## config.mk

```make
export PLATFORM = sky130hd
export DESIGN_NAME = pcx_rle_image_decoder
export DESIGN_NICKNAME = d
export VERILOG_FILES = /design/src/rtl/pcxd_pkg.sv /design/src/rtl/pcxd_core.sv /design/src/rtl/pcxd_emit.sv /design/src/rtl/pcx_rle_image_decoder.sv
export SDC_FILE = /design/constraint.sdc
export NUM_CORES = 1
export LEC_CHECK = 0
export BUFFER_PORTS_ARGS = -buffer_cell sky130_fd_sc_hd__buf_2
export CAP_MARGIN = 10
export CELL_PAD_IN_SITES_DETAIL_PLACEMENT = 0
export CELL_PAD_IN_SITES_GLOBAL_PLACEMENT = 1
export CORE_MARGIN = 1.5
export CORE_UTILIZATION = 40
export DETAILED_ROUTE_END_ITERATION = 7
export PLACE_DENSITY_LB_ADDON = 0.12
export SLEW_MARGIN = 20
export SYNTH_ARGS = -nofsm -noshare
export SYNTH_HDL_FRONTEND = slang
export SYNTH_SLANG_ARGS = --single-unit
```

## constraint.sdc

```tcl
create_clock -name clk_i -period 7.2 [get_ports clk_i]
set_clock_uncertainty 0.2 [all_clocks]
set_input_delay 1.44 -clock clk_i [delete_from_list [all_inputs] [get_ports clk_i]]
set_output_delay 1.44 -clock clk_i [all_outputs]
set_load 0.02 [all_outputs]
```

## src/rtl/pcxd_pkg.sv

```systemverilog
// Types and constants of the PCX run-length image decoder
`default_nettype none

package pcxd_pkg;

  localparam int unsigned LINE_PITCH = 320;
  localparam int unsigned MAX_HEIGHT = 200;
  localparam int unsigned HDR_LEN    = 128;

  localparam int unsigned XW   = 9;
  localparam int unsigned YW   = 8;
  localparam int unsigned RUNW = 6;
  localparam int unsigned HCW  = 7;

  localparam logic [7:0] HDR_MANUF    = 8'h0A;
  localparam logic [7:0] HDR_VERSION  = 8'd5;
  localparam logic [7:0] HDR_ENCODING = 8'd1;
  localparam logic [7:0] HDR_BPP      = 8'd8;
  localparam logic [1:0] RUN_TAG      = 2'b11;

  localparam logic [HCW-1:0] OFS_MANUF    = 7'd0;
  localparam logic [HCW-1:0] OFS_VERSION  = 7'd1;
  localparam logic [HCW-1:0] OFS_ENCODING = 7'd2;
  localparam logic [HCW-1:0] OFS_BPP      = 7'd3;
  localparam logic [HCW-1:0] OFS_XMAX_LO  = 7'd8;
  localparam logic [HCW-1:0] OFS_XMAX_HI  = 7'd9;
  localparam logic [HCW-1:0] OFS_YMAX_LO  = 7'd10;
  localparam logic [HCW-1:0] OFS_YMAX_HI  = 7'd11;
  localparam logic [HCW-1:0] OFS_LAST     = 7'(HDR_LEN - 1);

  typedef enum logic [1:0] {
    KIND_PIXEL     = 2'd0,
    KIND_DONE      = 2'd1,
    KIND_BAD_HDR   = 2'd2,
    KIND_MALFORMED = 2'd3
  } kind_e;

  typedef enum logic [1:0] {
    PH_HEADER = 2'd0,
    PH_DATA   = 2'd1,
    PH_DONE   = 2'd2
  } phase_e;

  typedef struct packed {
    logic [RUNW-1:0] run_len;
    logic [XW-1:0]   x;
    logic [YW-1:0]   y;
    logic [7:0]      value;
    logic            term;
    kind_e           term_kind;
  } job_t;

endpackage

`default_nettype wire

```

## src/rtl/pcxd_core.sv

```systemverilog
// Header check and run decode state, one request per cycle while accept_i is high
`default_nettype none

module pcxd_core (
  input  wire logic         clk_i,
  input  wire logic         rst_ni,
  input  wire logic         accept_i,
  input  wire logic [7:0]   file_byte_i,
  input  wire logic         first_byte_i,
  input  wire logic         end_of_file_i,
  output pcxd_pkg::job_t    job_o
);
  import pcxd_pkg::*;

  phase_e          phase_q, phase_d;
  logic [HCW-1:0]  hc_q, hc_d;
  logic            bad_q, bad_d;
  logic [XW-1:0]   re_q, re_d;
  logic [YW-1:0]   rc_q, rc_d;
  logic [XW-1:0]   col_q, col_d;
  logic [YW-1:0]   row_q, row_d;
  logic [RUNW-1:0] pend_q, pend_d;
  logic            await_q, await_d;

  phase_e          ph;
  logic [HCW-1:0]  hc;
  logic            bad;
  logic [XW-1:0]   re;
  logic [YW-1:0]   rc;
  logic [XW-1:0]   col;
  logic [YW-1:0]   row;
  logic            have;
  logic [RUNW-1:0] cnt;
  logic [15:0]     wide;
  logic [XW:0]     col_sum;
  logic [YW-1:0]   row_n;

  always_comb begin
    ph   = first_byte_i ? PH_HEADER : phase_q;
    hc   = first_byte_i ? '0 : hc_q;
    bad  = first_byte_i ? 1'b0 : bad_q;
    re   = first_byte_i ? '0 : re_q;
    rc   = first_byte_i ? '0 : rc_q;
    col  = first_byte_i ? '0 : col_q;
    row  = first_byte_i ? '0 : row_q;

    phase_d = ph;
    hc_d    = hc;
    bad_d   = bad;
    re_d    = re;
    rc_d    = rc;
    col_d   = col;
    row_d   = row;
    pend_d  = first_byte_i ? '0 : pend_q;
    await_d = first_byte_i ? 1'b0 : await_q;

    have    = 1'b0;
    cnt     = '0;
    wide    = '0;
    col_sum = '0;
    row_n   = row;

    job_o.run_len   = '0;
    job_o.x         = col;
    job_o.y         = row;
    job_o.value     = file_byte_i;
    job_o.term      = 1'b0;
    job_o.term_kind = KIND_PIXEL;

    unique case (ph)
      PH_HEADER: begin
        unique case (hc)
          OFS_MANUF:    if (file_byte_i != HDR_MANUF) bad_d = 1'b1;
          OFS_VERSION:  if (file_byte_i != HDR_VERSION) bad_d = 1'b1;
          OFS_ENCODING: if (file_byte_i != HDR_ENCODING) bad_d = 1'b1;
          OFS_BPP:      if (file_byte_i != HDR_BPP) bad_d = 1'b1;
          OFS_XMAX_LO:  re_d = {1'b0, file_byte_i};
          OFS_XMAX_HI: begin
            wide = {file_byte_i, re[7:0]};
            re_d = wide[XW-1:0];
            if (wide >= 16'(LINE_PITCH)) bad_d = 1'b1;
          end
          OFS_YMAX_LO:  rc_d = file_byte_i;
          OFS_YMAX_HI: begin
            wide = {file_byte_i, rc};
            rc_d = wide[YW-1:0];
            if (wide >= 16'(MAX_HEIGHT)) bad_d = 1'b1;
          end
          default: ;
        endcase
        hc_d = hc + 1'b1;
        if (hc == OFS_LAST) begin
          if (bad_d) begin
            job_o.term      = 1'b1;
            job_o.term_kind = KIND_BAD_HDR;
            phase_d         = PH_DONE;
          end else if (rc_d == '0) begin
            job_o.term      = 1'b1;
            job_o.term_kind = KIND_DONE;
            phase_d         = PH_DONE;
          end else if (end_of_file_i) begin
            job_o.term      = 1'b1;
            job_o.term_kind = KIND_MALFORMED;
            phase_d         = PH_DONE;
          end else begin
            phase_d = PH_DATA;
            col_d   = '0;
            row_d   = '0;
            await_d = 1'b0;
          end
        end else if (end_of_file_i) begin
          job_o.term      = 1'b1;
          job_o.term_kind = KIND_MALFORMED;
          phase_d         = PH_DONE;
        end
      end
      PH_DATA: begin
        if (await_d) begin
          cnt     = pend_d;
          await_d = 1'b0;
          have    = 1'b1;
        end else if (file_byte_i[7:6] == RUN_TAG) begin
          pend_d  = file_byte_i[RUNW-1:0];
          await_d = 1'b1;
          if (end_of_file_i) begin
            job_o.term      = 1'b1;
            job_o.term_kind = KIND_MALFORMED;
            phase_d         = PH_DONE;
          end
        end else begin
          cnt  = RUNW'(1);
          have = 1'b1;
        end
        if (have) begin
          col_sum = {4'b0, cnt} + {1'b0, col};
          if (col_sum > ({1'b0, re} + (XW+1)'(2))) begin
            job_o.term      = 1'b1;
            job_o.term_kind = KIND_MALFORMED;
            phase_d         = PH_DONE;
          end else begin
            job_o.run_len = cnt;
            if (col_sum > {1'b0, re}) begin
              col_d = '0;
              row_n = row + 1'b1;
            end else begin
              col_d = col_sum[XW-1:0];
            end
            row_d = row_n;
            if (row_n >= rc) begin
              job_o.term      = 1'b1;
              job_o.term_kind = KIND_DONE;
              phase_d         = PH_DONE;
            end else if (end_of_file_i) begin
              job_o.term      = 1'b1;
              job_o.term_kind = KIND_MALFORMED;
              phase_d         = PH_DONE;
            end
          end
        end
      end
      default: ;
    endcase
  end

  always_ff @(posedge clk_i or negedge rst_ni) begin
    if (!rst_ni) begin
      phase_q <= PH_HEADER;
      hc_q    <= '0;
      bad_q   <= 1'b0;
      re_q    <= '0;
      rc_q    <= '0;
      col_q   <= '0;
      row_q   <= '0;
      pend_q  <= '0;
      await_q <= 1'b0;
    end else if (accept_i) begin
      phase_q <= phase_d;
      hc_q    <= hc_d;
      bad_q   <= bad_d;
      re_q    <= re_d;
      rc_q    <= rc_d;
      col_q   <= col_d;
      row_q   <= row_d;
      pend_q  <= pend_d;
      await_q <= await_d;
    end
  end

endmodule

`default_nettype wire

```

## src/rtl/pcxd_emit.sv

```systemverilog
// Run register and result register: one result per cycle while the output is ready
`default_nettype none

module pcxd_emit (
  input  wire logic                     clk_i,
  input  wire logic                     rst_ni,
  input  wire logic                     job_load_i,
  input  wire pcxd_pkg::job_t           job_i,
  output logic                          job_free_o,
  output logic                          out_valid_o,
  input  wire logic                     out_ready_i,
  output pcxd_pkg::kind_e               kind_o,
  output logic [pcxd_pkg::XW-1:0]       pixel_x_o,
  output logic [pcxd_pkg::YW-1:0]       pixel_y_o,
  output logic [7:0]                    pixel_value_o,
  output logic                          last_of_run_o
);
  import pcxd_pkg::*;

  job_t        job_q, job_d;
  logic        ov_q, ov_d;
  kind_e       kind_q, kind_d;
  logic [XW-1:0] x_q, x_d;
  logic [YW-1:0] y_q, y_d;
  logic [7:0]  v_q, v_d;
  logic        last_q, last_d;

  logic pix_zero, busy, out_load, last_step;

  always_comb begin
    pix_zero   = (job_q.run_len == '0);
    busy       = !pix_zero || job_q.term;
    out_load   = !ov_q || out_ready_i;
    last_step  = (job_q.run_len == RUNW'(1) && !job_q.term) || (pix_zero && job_q.term);
    job_free_o = !busy || (out_load && last_step);

    job_d  = job_q;
    ov_d   = ov_q;
    kind_d = kind_q;
    x_d    = x_q;
    y_d    = y_q;
    v_d    = v_q;
    last_d = last_q;

    if (out_load) begin
      ov_d = busy;
      if (!pix_zero) begin
        kind_d        = KIND_PIXEL;
        x_d           = job_q.x;
        y_d           = job_q.y;
        v_d           = job_q.value;
        last_d        = last_step;
        job_d.run_len = job_q.run_len - 1'b1;
        job_d.x       = job_q.x + 1'b1;
      end else if (job_q.term) begin
        kind_d     = job_q.term_kind;
        x_d        = '0;
        y_d        = '0;
        v_d        = '0;
        last_d     = 1'b1;
        job_d.term = 1'b0;
      end
    end
    if (job_load_i) begin
      job_d = job_i;
    end
  end

  always_ff @(posedge clk_i or negedge rst_ni) begin
    if (!rst_ni) begin
      job_q <= '0;
      ov_q  <= 1'b0;
    end else begin
      job_q <= job_d;
      ov_q  <= ov_d;
    end
  end

  always_ff @(posedge clk_i) begin
    kind_q <= kind_d;
    x_q    <= x_d;
    y_q    <= y_d;
    v_q    <= v_d;
    last_q <= last_d;
  end

  assign out_valid_o   = ov_q;
  assign kind_o        = kind_q;
  assign pixel_x_o     = x_q;
  assign pixel_y_o     = y_q;
  assign pixel_value_o = v_q;
  assign last_of_run_o = last_q;

endmodule

`default_nettype wire

```

## src/rtl/pcx_rle_image_decoder.sv

```systemverilog
// Top level of the PCX run-length image decoder, 8 bits per pixel
//
//  channel  direction  handshake                 payload
//  in       input      in_valid_i / in_ready_o   file_byte_i, first_byte_i, end_of_file_i
//  out      output     out_valid_o / out_ready_i kind_o, pixel_x_o, pixel_y_o,
//                                                pixel_value_o, last_of_run_o
//
// A request is decoded in the cycle it is taken; its results leave one per cycle while the output is ready.
// A byte giving several results keeps the next request waiting until its last result is loaded; bytes
// with none or one result are taken every cycle while the output is ready.
// A taken request passes through the run register and then the result register before its first result appears.
// Reset returns the decoder to the header phase; first_byte_i restarts it too.
// A stalled output holds the result register; once the run register holds a request
// that cannot drain, the input waits.
`default_nettype none

module pcx_rle_image_decoder (
  input  wire logic                   clk_i,
  input  wire logic                   rst_ni,
  input  wire logic                   in_valid_i,
  output logic                        in_ready_o,
  input  wire logic [7:0]             file_byte_i,
  input  wire logic                   first_byte_i,
  input  wire logic                   end_of_file_i,
  output logic                        out_valid_o,
  input  wire logic                   out_ready_i,
  output logic [1:0]                  kind_o,
  output logic [pcxd_pkg::XW-1:0]     pixel_x_o,
  output logic [pcxd_pkg::YW-1:0]     pixel_y_o,
  output logic [7:0]                  pixel_value_o,
  output logic                        last_of_run_o
);
  import pcxd_pkg::*;

  logic  accept;
  logic  job_free;
  job_t  job;
  kind_e kind;

  assign in_ready_o = job_free;
  assign accept     = in_valid_i && job_free;

  pcxd_core u_core (
    .clk_i         (clk_i),
    .rst_ni        (rst_ni),
    .accept_i      (accept),
    .file_byte_i   (file_byte_i),
    .first_byte_i  (first_byte_i),
    .end_of_file_i (end_of_file_i),
    .job_o         (job)
  );

  pcxd_emit u_emit (
    .clk_i         (clk_i),
    .rst_ni        (rst_ni),
    .job_load_i    (accept && ((job.run_len != '0) || job.term)),
    .job_i         (job),
    .job_free_o    (job_free),
    .out_valid_o   (out_valid_o),
    .out_ready_i   (out_ready_i),
    .kind_o        (kind),
    .pixel_x_o     (pixel_x_o),
    .pixel_y_o     (pixel_y_o),
    .pixel_value_o (pixel_value_o),
    .last_of_run_o (last_of_run_o)
  );

  assign kind_o = kind;

endmodule

`default_nettype wire

```

# After elaboration in Yosys (flattened, before gate mapping)
# Cells that the tools add are included.
[totals]
reg_bits = 114
latch_bits = 0
ramBits = 0
romBits = 0
input_bits = 14
n_memories = 0
[op_classes]
n_addsub = 6
n_mul = 0
div_mod_pow = 0
n_lt_le_gt_ge = 5
n_eq_ne = 17
shift = 0
muxes = 98
n_bitwise = 0
reduce_logical = 24
[op_table]
columns = ["operator", "count"]
rows = [
  ["8-bit 2-to-1 mux", 18],
  ["9-bit 2-to-1 mux", 12],
  ["6-bit 2-to-1 mux", 9],
  ["9-bit case mux with 2 select lines", 2],
  ["34-bit 2-to-1 mux", 1],
  ["15-bit 2-to-1 mux", 2],
  ["3-bit 2-to-1 mux", 10],
  ["7-bit by 4-bit == test with 1-bit output (second input constant)", 4],
  ["2-bit 2-to-1 mux", 13],
  ["1-bit 2-to-1 mux", 24],
  ["16-bit by 8-bit greater-or-equal comparator with 1-bit output (second input constant)", 1],
  ["16-bit by 9-bit greater-or-equal comparator with 1-bit output (second input constant)", 1],
  ["8-bit by 4-bit != test with 1-bit output (second input constant)", 2],
  ["8-bit case mux with 2 select lines", 1],
  ["7-bit by 2-bit == test with 1-bit output (second input constant)", 2],
  ["7-bit 2-to-1 mux", 2],
  ["6-bit by 9-bit adder with 10-bit output", 1],
  ["9-bit by 2-bit adder with 10-bit output (second input constant)", 1],
  ["10-bit greater-than comparator", 1],
  ["10-bit by 9-bit greater-than comparator with 1-bit output", 1],
  ["9-bit by 1-bit adder with 9-bit output (second input constant)", 1],
  ["8-bit by 1-bit adder with 8-bit output (second input constant)", 1],
  ["8-bit greater-or-equal comparator", 1],
  ["8-bit zero test", 1],
  ["23 further kinds", 38],
]

# Longest topological paths before layout
# Gate-level depths: netlist of the first run.
[logic_depth]
ltp_word = 19
ltp_mapped = 29
depth_no_buf = 25

# Hierarchy
# Synthesis of the first run repeated with hierarchy kept, for this count alone.
[unflattened]
hier_cells = 738
area_unflattened_um2 = 7089.3
[by_module_without_submodules]
columns = ["mod", "n_inst", "cells_each", "area_each_um2", "seq_area_each_um2"]
rows = [
  ["pcxd_core", 1, 520, 4284.1, 1276.2],
  ["pcxd_emit", 1, 214, 2773.9, 1716.6],
  ["pcx_rle_image_decoder", 1, 4, 31.3, 0.0],
]

# Least setup slack after synthesis of the first run
# No wires, ideal clock.
[synth_timing]
kind = "input to register"
start = "in first_byte_i"
end = "reg u_emit.job_q[10] (netlist bit)"
setup_ns = 0.125
arrival_ns = 7.005
t_required_ns = 6.875
setup_slack_ns = -0.130
path_stages = 29
path_buffers = 5
path_cell_list = "buf_2 -> clkbuf_1 -> clkbuf_1 -> nor2b_1 -> ha_1 -> inv_1 -> a211oi_1 -> a311oi_2 -> nor2b_1 -> nor2_1 -> xnor2_1 -> ha_1 -> a21o_1 -> a21oi_1 -> nor2b_1 -> o41ai_1 -> nor2b_1 -> buf_2 -> nor3_1 -> xnor2_1 -> ha_1 -> a21o_1 -> a21o_1 -> a21oi_1 -> o211a_1 -> a211o_1 -> nand3_4 -> buf_12 -> mux2_4"
[synth_via]
elab_chain_len = 16
word_cells_on_any_way = 61
classes_between = "3 x add/sub; 5 x order compare; 8 x eq/ne; 39 x mux; 6 x reduce/logical"
[synth_rtl]
columns = ["element", "line_no", "text"]
rows = [
  ["start, declared", "pcx_rle_image_decoder.sv:23", "input wire logic first_byte_i,"],
  ["6-bit 2-to-1 mux or 1-bit 2-to-1 mux (tied branches)", "pcxd_core.sv:54, pcxd_core.sv:55", ""],
  ["6-bit 2-to-1 mux", "pcxd_core.sv:118", "if (await_d) begin"],
  ["6-bit 2-to-1 mux", "pcxd_core.sv:70", "unique case (ph)"],
  ["6-bit by 9-bit adder with 10-bit output", "pcxd_core.sv:135", "col_sum = {4'b0, cnt} + {1'b0, col};"],
  ["10-bit by 9-bit greater-than comparator with 1-bit output", "pcxd_core.sv:142", "if (col_sum > {1'b0, re}) begin"],
  ["8-bit 2-to-1 mux", "pcxd_core.sv:142", ""],
  ["8-bit 2-to-1 mux", "pcxd_core.sv:136", "if (col_sum > ({1'b0, re} + (XW+1)'(2))) begin"],
  ["8-bit 2-to-1 mux", "pcxd_core.sv:134", "if (have) begin"],
  ["8-bit 2-to-1 mux", "pcxd_core.sv:70", ""],
  ["8-bit greater-or-equal comparator", "pcxd_core.sv:149", "if (row_n >= rc) begin"],
  ["3-bit 2-to-1 mux", "pcxd_core.sv:149", ""],
  ["3-bit 2-to-1 mux", "pcxd_core.sv:136", ""],
  ["3-bit 2-to-1 mux", "pcxd_core.sv:134", ""],
  ["3-bit case mux with 2 select lines", "pcxd_core.sv:70", ""],
  ["1-bit logical OR (*)", "pcx_rle_image_decoder.sv:56", ".job_load_i (accept && ((job.run_len != '0) || job.term)),"],
  ["1-bit logical AND (*)", "pcx_rle_image_decoder.sv:56", ""],
  ["end signal, assigned", "pcxd_emit.sv:74", "job_q <= job_d;"],
  ["end, declared", "pcxd_emit.sv:20", "job_t job_q, job_d;"],
]
# Every way passes the cells marked *; elsewhere a longest branch is shown, timed or not. The select of a mux whose other input is x is not followed.
# A chain may end at the register's enable or synchronous reset.

# Worst setup path in the final report of the first run
[layout_timing]
start = "in first_byte_i"
end = "reg u_emit.job_q[15] (netlist bit)"
[layout_via]
elab_chain_len = 16
word_cells_on_any_way = 61
classes_between = "3 x add/sub; 5 x order compare; 8 x eq/ne; 39 x mux; 6 x reduce/logical"
[layout_rtl]
columns = ["element", "line_no"]
rows = [
  ["6-bit 2-to-1 mux or 1-bit 2-to-1 mux (tied branches)", "pcxd_core.sv:54, pcxd_core.sv:55"],
  ["6-bit 2-to-1 mux", "pcxd_core.sv:118"],
  ["6-bit 2-to-1 mux", "pcxd_core.sv:70"],
  ["6-bit by 9-bit adder with 10-bit output", "pcxd_core.sv:135"],
  ["10-bit by 9-bit greater-than comparator with 1-bit output", "pcxd_core.sv:142"],
  ["8-bit 2-to-1 mux", "pcxd_core.sv:142"],
  ["8-bit 2-to-1 mux", "pcxd_core.sv:136"],
  ["8-bit 2-to-1 mux", "pcxd_core.sv:134"],
  ["8-bit 2-to-1 mux", "pcxd_core.sv:70"],
  ["8-bit greater-or-equal comparator", "pcxd_core.sv:149"],
  ["3-bit 2-to-1 mux", "pcxd_core.sv:149"],
  ["3-bit 2-to-1 mux", "pcxd_core.sv:136"],
  ["3-bit 2-to-1 mux", "pcxd_core.sv:134"],
  ["3-bit case mux with 2 select lines", "pcxd_core.sv:70"],
  ["1-bit logical OR", "pcx_rle_image_decoder.sv:56"],
  ["1-bit logical AND", "pcx_rle_image_decoder.sv:56"],
]
# Several ways; a longest one is shown, not always the timed one. The select of a mux whose other input is x is not followed.

==> key figures, run 1 <==
Status
  – Status: finished, final reports clean

Routing
  – Final WL: just under 20000 microns
  – Initial DRT Pass Iterations: 5
  – ANT nets after route: 0
  – Drt drc: 0
  – Vias: 5600
  – DR WL/cell: a little under 20 microns
  – Initial drt markers: around 290
  – DR vias/cell: roughly 5.6

Floorplan
  – Width of the die: between 100 and 150 microns
  – Starting Density: 40.82%
  – Die area: ~0.018 sq mm
  – Ports: 44
  – Row count: 48
  – CORE AREA: roughly 0.017 sq mm
  – Die Y: between 100 and 150 microns

Logic synthesis
  – Fraction of registers with async set/reset: 75.44%
  – Syn nets: ~760
  – Number of synthesized register bits: ~110
  – Cell variety after synth: 76
  – Sequential share of the synthesized area: a little over two fifths
  – Ys Warns: 0
  – Syn Area/Cell: a little over 10 sq um
  – Syn Inst Count: between 700 and 800
  – Syn Std Cell Area: between 0.007 and 0.008 sq mm
  – Top FF cell, synth: dfrtp_1
  – Number of synthesized flops with an enable pin: 28

Finish
  – Antenna cells: 0
  – Storage cell area: approximately 0.0030 sq mm
  – Post-route cell area: 0.008230 sq mm
  – Area grow syn2layout: 16.57%
  – Most frequent cells in the layout: dfrtp_1, nand2_1, nor2_1
  – Fillers: between 1500 and 2000
  – Share of layout cells above drive strength 1: ~19%
  – Area of the multi-input gates: ~0.0039 sq mm
  – Nets: ~820
  – Most common cell after layout, fill and taps aside: dfrtp_1
  – Non-Filler Instances: 1000

Critical path
  – Critical path type: primary input to register
  – Top cell by count, worst path: ha_1
  – Setup crit end kind: register
  – Reg-to-Reg Start: u_core.await_q$_DFFE_PN0P_
  – WP buf/inv: 3
  – WP data arrival: about 6.9 ns
  – Slowest cell on the critical path: mux2_2
  – RR Endpoint: u_emit.job_q[15]$_DFFE_PN0P_
  – Reg-to-reg slack, setup: ~0.86 ns
  – Crit path max fanout: 24
  – Type of origin of the critical path: primary input
  – Reg2Reg Depth: 24
  – Max stage delay on crit path: about 0.38 ns
  – CP required: ~7.3 ns
  – CP delay by family, top: compound AO/OA/AOI/OAI gates

STA
  – Final setup vio count: 0
  – TNS Setup: 0 ns
  – Pins Over Slew Limit: 0
  – Post-route minimum period: around 6.8 ns
  – Hold Fails Final Rpt: 0
  – Worst slew pin tran: around 1 ns
  – Fmax: around 150 MHz
  – Relative slew slack: 34.96%
  – Final period util: about 95%
  – Worst hold slack: around 0.28 ns
  – RSZ-0062 raised after global routing: no

Worst hold path
  – Hold Startpoint: u_core.bad_q$_DFFE_PN0P_
  – Min-Delay Endpoint: u_core.bad_q$_DFFE_PN0P_
  – Worst hold path class: register to register
  – Worst Hold Depth: 1

Placement
  – Cell total after placement: 968
  – Hpwl dp: around 15000 microns
  – Port bufs: 43
  – Routability cong.: 0.8766
  – Area after DPL: 0.007636 sq mm

Clock network
  – Worst-Skew Late Latency: slightly above 0.4 ns
  – Setup bufs post-CTS: 0
  – Root Driver: clkbuf_16
  – CTS tree: built
  – CTS Buf Count: 17
  – Buffer depth of the longest clock path: 2
  – Clock Sinks: about 110
  – Reg clk slew, reported paths: roughly 0.060 ns
  – H-tree Lvls: 4

Power
  – Pwr Density: 294.9 mW/mm^2
  – Worst VDD drop: roughly 0.18 mV
  – P_leak: 0.003615 uW

GRT
  – Pin count of the biggest net entering global routing: 56
  – First-pass GRT wire length: between 30000 and 40000 microns
  – Vias in the first global route: 5582
  – Total track usage: a little under a quarter
  – Initial antenna violation count: 0
  – Grt ovf: 0

Flow run
  – Max cap viols: 0
[power by group]
part	switching (uW)	internal, uW
sequential	98.3	838
clock	306	541
combinational	367	276
[cells by family (layout without fill, tap and decap cells)]
| logic type | after synthesis | in the layout | share of synthesized area (%) |
|---|---|---|---|
| and+or+nand+nor | 264 | 264 | 19.88 |
| AOI/OAI and AO/OA | 168 | 168 | 17.08 |
| DFF | 114 | 114 | 42.39 |
| buffers and inverters | 48 | 121 | 3.190 |
| adders and majority gates | 40 | 40 | 7.088 |
| muxes | 36 | 36 | 6.397 |
| xor gates and xnor gates | 32 | 32 | 3.970 |
[stage by stage]
step                      utilization [%]  setup WS (ns)  total power [uW]
after global placement              44.15        0.09590              1575
after floorplan                         -        0.03767              1396
after global routing                47.58        0.01814              2569
after CTS                           47.57         0.3251              2450
final                               47.58         0.3609              2427
after detailed placement            44.15       -0.09102              1588
[registers in the layout, indices dropped and copies added (netlist names), 2 cells and up]
register              flops
u_core.col_q              9
u_core.hc_q               7
u_core.pend_q             6
u_core.phase_q            2
u_core.rc_q               8
u_core.re_q               9
u_core.row_q              8
u_emit.job_q             34
u_emit.kind_o             2
u_emit.pixel_value_o      8
u_emit.pixel_x_o          9
u_emit.pixel_y_o          8
[cell usage after synthesis (7+ instances only)]
master    count  share of area (%)
dfrtp_1      86                 30
nand2_1      62                3.3
nor2_1       53                2.8
a21oi_1      46                3.3
ha_1         40                7.1
and2_1       29                2.6
edfxtp_1     28                 12
a22o_1       24                3.0
nor2b_1      23                2.0
o21ai_0      23                1.6
xnor2_1      23                2.9
inv_1        20                1.1
nand3_1      20                1.4
mux2_4       17                3.6
clkbuf_1     16               0.85
mux2i_1      14                2.0
nor3_1       13               0.92
nand4_1      10               0.89
o211ai_1      9               0.96
or3_1         9               0.80
xor2_1        9                1.1
nor4_1        8               0.71
and3_1        7               0.62
o21a_1        7               0.74
[per-layer routing]
metal	up-vias	global-route usage, %	part of all wire (%)
li1	2702	-	-
met3	18	3.505	4.5
met1	2720	32.60	49
met5	-	0	0
met4	0	8.452	1.4
met2	160	34.69	45
[worst max-delay path by stage]
stage	cells after the start	from	to	slack [ns]
2_1_floorplan	29	first_byte_i	u_emit.job_q[10]$_DFFE_PN0P_	0.04
3_3_place_gp	27	first_byte_i	u_emit.job_q[22]$_DFFE_PN0P_	0.1
3_5_place_dp	27	first_byte_i	u_emit.job_q[19]$_DFFE_PN0P_	-0.09
4_1_cts	27	first_byte_i	u_emit.job_q[19]$_DFFE_PN0P_	0.33
5_1_grt	27	first_byte_i	u_emit.job_q[19]$_DFFE_PN0P_	0.02
6_report	25	first_byte_i	u_emit.job_q[15]$_DFFE_PN0P_	0.36
[what timing repair did]
item                                    4_1_cts  5_1_grt
resized for setup                             0        1
hold buffers                                  0        0
endpoints found under the setup margin        0       20
[cell type report]
cell class	instances	share of cell area, %
multi-input combinational	540	46.84
sequential	114	36.36
timing repair buffer	68	5.230
clock buffer	18	5.214
tap	225	3.420
clock inverter	14	1.976
inverter	21	0.9577
(Power assumes the default switching activity.)
==> inputs of run 2 (changes only) <==
--- a/config.mk
+++ b/config.mk
@@ -6,12 +6,13 @@
 export NUM_CORES = 1
 export LEC_CHECK = 0
 export BUFFER_PORTS_ARGS = -buffer_cell sky130_fd_sc_hd__buf_2
-export CAP_MARGIN = 10
+export CAP_MARGIN = 0
 export CELL_PAD_IN_SITES_DETAIL_PLACEMENT = 0
 export CELL_PAD_IN_SITES_GLOBAL_PLACEMENT = 1
 export CORE_MARGIN = 1.5
 export CORE_UTILIZATION = 40
 export DETAILED_ROUTE_END_ITERATION = 7
+export GPL_TIMING_DRIVEN = 0
 export PLACE_DENSITY_LB_ADDON = 0.12
 export SLEW_MARGIN = 20
 export SYNTH_ARGS = -nofsm -noshare
==> key figures, run 2 (synthesis gave the netlist of run 1 again) <==
Status
  – Status: finished, final reports clean (unchanged)

Routing
  – Final WL: 20230 microns (was 19620 microns)
  – DR vias/cell: 5.636 (was 5.600)
  – Vias: 5737 (was 5600)
  – DR WL/cell: 19.87 microns (was 19.62 microns)
  – ANT nets after route: 0 (unchanged)
  – Initial DRT Pass Iterations: 5 (unchanged)
  – Initial drt markers: 295 (was 285)
  – Drt drc: 0 (unchanged)

Floorplan
  – Die Y: 135.9 microns (unchanged)
  – Ports: 44 (unchanged)
  – Die area: 0.01846 sq mm (unchanged)
  – Starting Density: 40.82% (unchanged)
  – Width of the die: 135.9 microns (unchanged)
  – CORE AREA: 0.01730 sq mm (unchanged)
  – Row count: 48 (unchanged)

Finish
  – Area grow syn2layout: 20.36% (was 16.57%)
  – Antenna cells: 0 (unchanged)
  – Most frequent cells in the layout: dfrtp_1, nand2_1, nor2_1 (unchanged)
  – Largest register FFs: 34 (unchanged)
  – Nets: 834 (was 816)
  – Most common cell after layout, fill and taps aside: dfrtp_1 (unchanged)
  – Biggest register: u_emit.job_q (unchanged)
  – Share of layout cells above drive strength 1: 22.45% (was 19.23%)
  – Post-route cell area: 0.008498 sq mm (was 0.008230 sq mm)

STA
  – Post-route minimum period: 6.981 ns (was 6.839 ns)
  – Setup ws final: 0.2187 ns (was 0.3609 ns)
  – Worst slew pin tran: 1.013 ns (was 0.9755 ns)
  – Final period util: 96.96% (was 94.99%)
  – Worst hold slack: 0.2957 ns (was 0.2831 ns)
  – Hold Fails Final Rpt: 0 (unchanged)
  – Pins Over Slew Limit: 0 (unchanged)
  – Relative slew slack: 31.83% (was 34.96%)
  – Fmax: 143.2 MHz (was 146.2 MHz)
  – Final setup vio count: 0 (unchanged)

Placement
  – Place WS: -2.069 ns (was -0.09102 ns)
  – Area after DPL: 0.007606 sq mm (was 0.007636 sq mm)
  – Hpwl dp: 15140 microns (was 14580 microns)
  – Routability cong.: 0.9080 (was 0.8766)
  – Port bufs: 43 (unchanged)

Power
  – Psw: 804.5 uW (was 772.2 uW)
  – Worst VDD drop: 0.1645 mV (was 0.1765 mV)
  – P_leak: 0.003717 uW (was 0.003615 uW)
  – Pwr Density: 288.2 mW/mm^2 (was 294.9 mW/mm^2)
  – Gate power share: 26.8% (was 26.5%)
  – Clk network pwr share: 34.8% (was 34.9%)
  – Int Pwr: 1644 uW (was 1655 uW)
  – Sw frac: 32.85% (was 31.81%)
  – Reg power frac: 38.4% (was 38.6%)

GRT
  – Total track usage: 23.37% (was 22.74%)
  – Grt ovf: 0 (unchanged)
  – Vias in the first global route: 5670 (was 5582)
  – Initial antenna violation count: 0 (unchanged)
  – Pin count of the biggest net entering global routing: 55 (was 56)
  – First-pass GRT wire length: 32110 microns (was 31420 microns)

Critical path
  – CP required: 7.29 ns (about the same)
  – Max stage delay on crit path: 0.35 ns (was 0.38 ns)
  – Slowest cell on the critical path: o41ai_4 (was mux2_2)
  – WP data arrival: 7.07 ns (was 6.93 ns)
  – Top cell by count, worst path: ha_1 (unchanged)
  – Setup crit end kind: register (unchanged)
  – Critical path type: primary input to register (unchanged)
  – Type of origin of the critical path: primary input (unchanged)
  – Crit path max fanout: 10 (was 24)

Clock network
  – Reg clk slew, reported paths: 0.05 ns (was 0.06 ns)
  – CTS Buf Count: 17 (unchanged)
  – Clock Sinks: 114 (unchanged)
  – H-tree Lvls: 4 (unchanged)
  – CTS tree: built (unchanged)
  – Buffer depth of the longest clock path: 2 (unchanged)
  – Root Driver: clkbuf_16 (unchanged)
  – Hold_buf cts: 0 (unchanged)
  – Worst-Skew Late Latency: 0.42 ns (was 0.41 ns)

Worst hold path
  – Worst hold path class: register to register (unchanged)

Flow run
  – Max cap viols: 0 (unchanged)
-- run 2: cell count changes in the layout (fill, tap and decap cells not counted), sizes merged --
cell      previous run  this run
clkbuf              18        31
buf                 68        73
inv                 22        25
clkinvlp             5         3
bufinv               3         2
-- run 2: cell type report --
class	count	area [sq um]
tap	225	281.5
clock buffer	18	439.2
inverter	21	80.08
sequential	114	2993
multi-input combinational	540	3993
fill	1603	8798
timing repair buffer	61	376.6
clock inverter	14	153.9
buffer	25	181.4
-- run 2: power groups by stage --
stage                     Sequential [uW]  Combinational, uW  Clock [uW]
after floorplan                       984                411           0
after global placement                943                619           0
after detailed placement              949                633           0
after CTS                             939                652         868
after global routing                  960                729         905
final                                 940                656         853
-- run 2: worst max-delay path: cells and delay by family --
| family | cells | cell delay (ns) |
|---|---|---|
| mux | 1 | 0.30 |
| simple gates | 9 | 1.45 |
| xor+xnor | 2 | 0.59 |
| compound gates | 8 | 1.42 |
| buf+inv | 5 | 0.87 |
| fa+ha+maj | 4 | 0.99 |
-- run 2: through the flow --
stage	cells	utilization, %	total power [uW]	TNS, ns
2_1_floorplan	702	-	1396	0
3_3_place_gp	970	43.74	1563	-75.23
3_5_place_dp	971	43.97	1582	-74.59
4_1_cts	1008	48.43	2460	0
5_1_grt	1018	49.13	2593	-0.1847
6_report	1018	49.13	2449	0
-- run 2: worst paths after layout --
check                           depth (start not counted)  slack [ns]                      endpoint                        from
worst max-delay path                                   29        0.22  u_emit.job_q[25]$_DFFE_PN0P_                first_byte_i
worst min-delay path                                    1        0.30      u_core.bad_q$_DFFE_PN0P_    u_core.bad_q$_DFFE_PN0P_
worst max register to register                         28        0.85  u_emit.job_q[25]$_DFFE_PN0P_  u_core.await_q$_DFFE_PN0P_
worst min register to register                          1        0.30      u_core.bad_q$_DFFE_PN0P_    u_core.bad_q$_DFFE_PN0P_
max in group asynchronous                               2        5.49  u_emit.job_q[25]$_DFFE_PN0P_                      rst_ni
min in group asynchronous                               1        0.70    u_core.hc_q[1]$_DFFE_PN0P_                      rst_ni
-- run 2: routing by layer --
layer	track usage, %	part of all wire (%)
met1	32.02	46
met2	36.15	46
met3	4.288	4.7
met4	10.22	3.2
met5	0	0
-- run 2: timing repair --
action	4_1_cts	5_1_grt
hold endpoints to repair	0	0
setup endpoints to repair	43	33
pin swaps	5	8
setup buffers	6	11
resized for setup	32	16
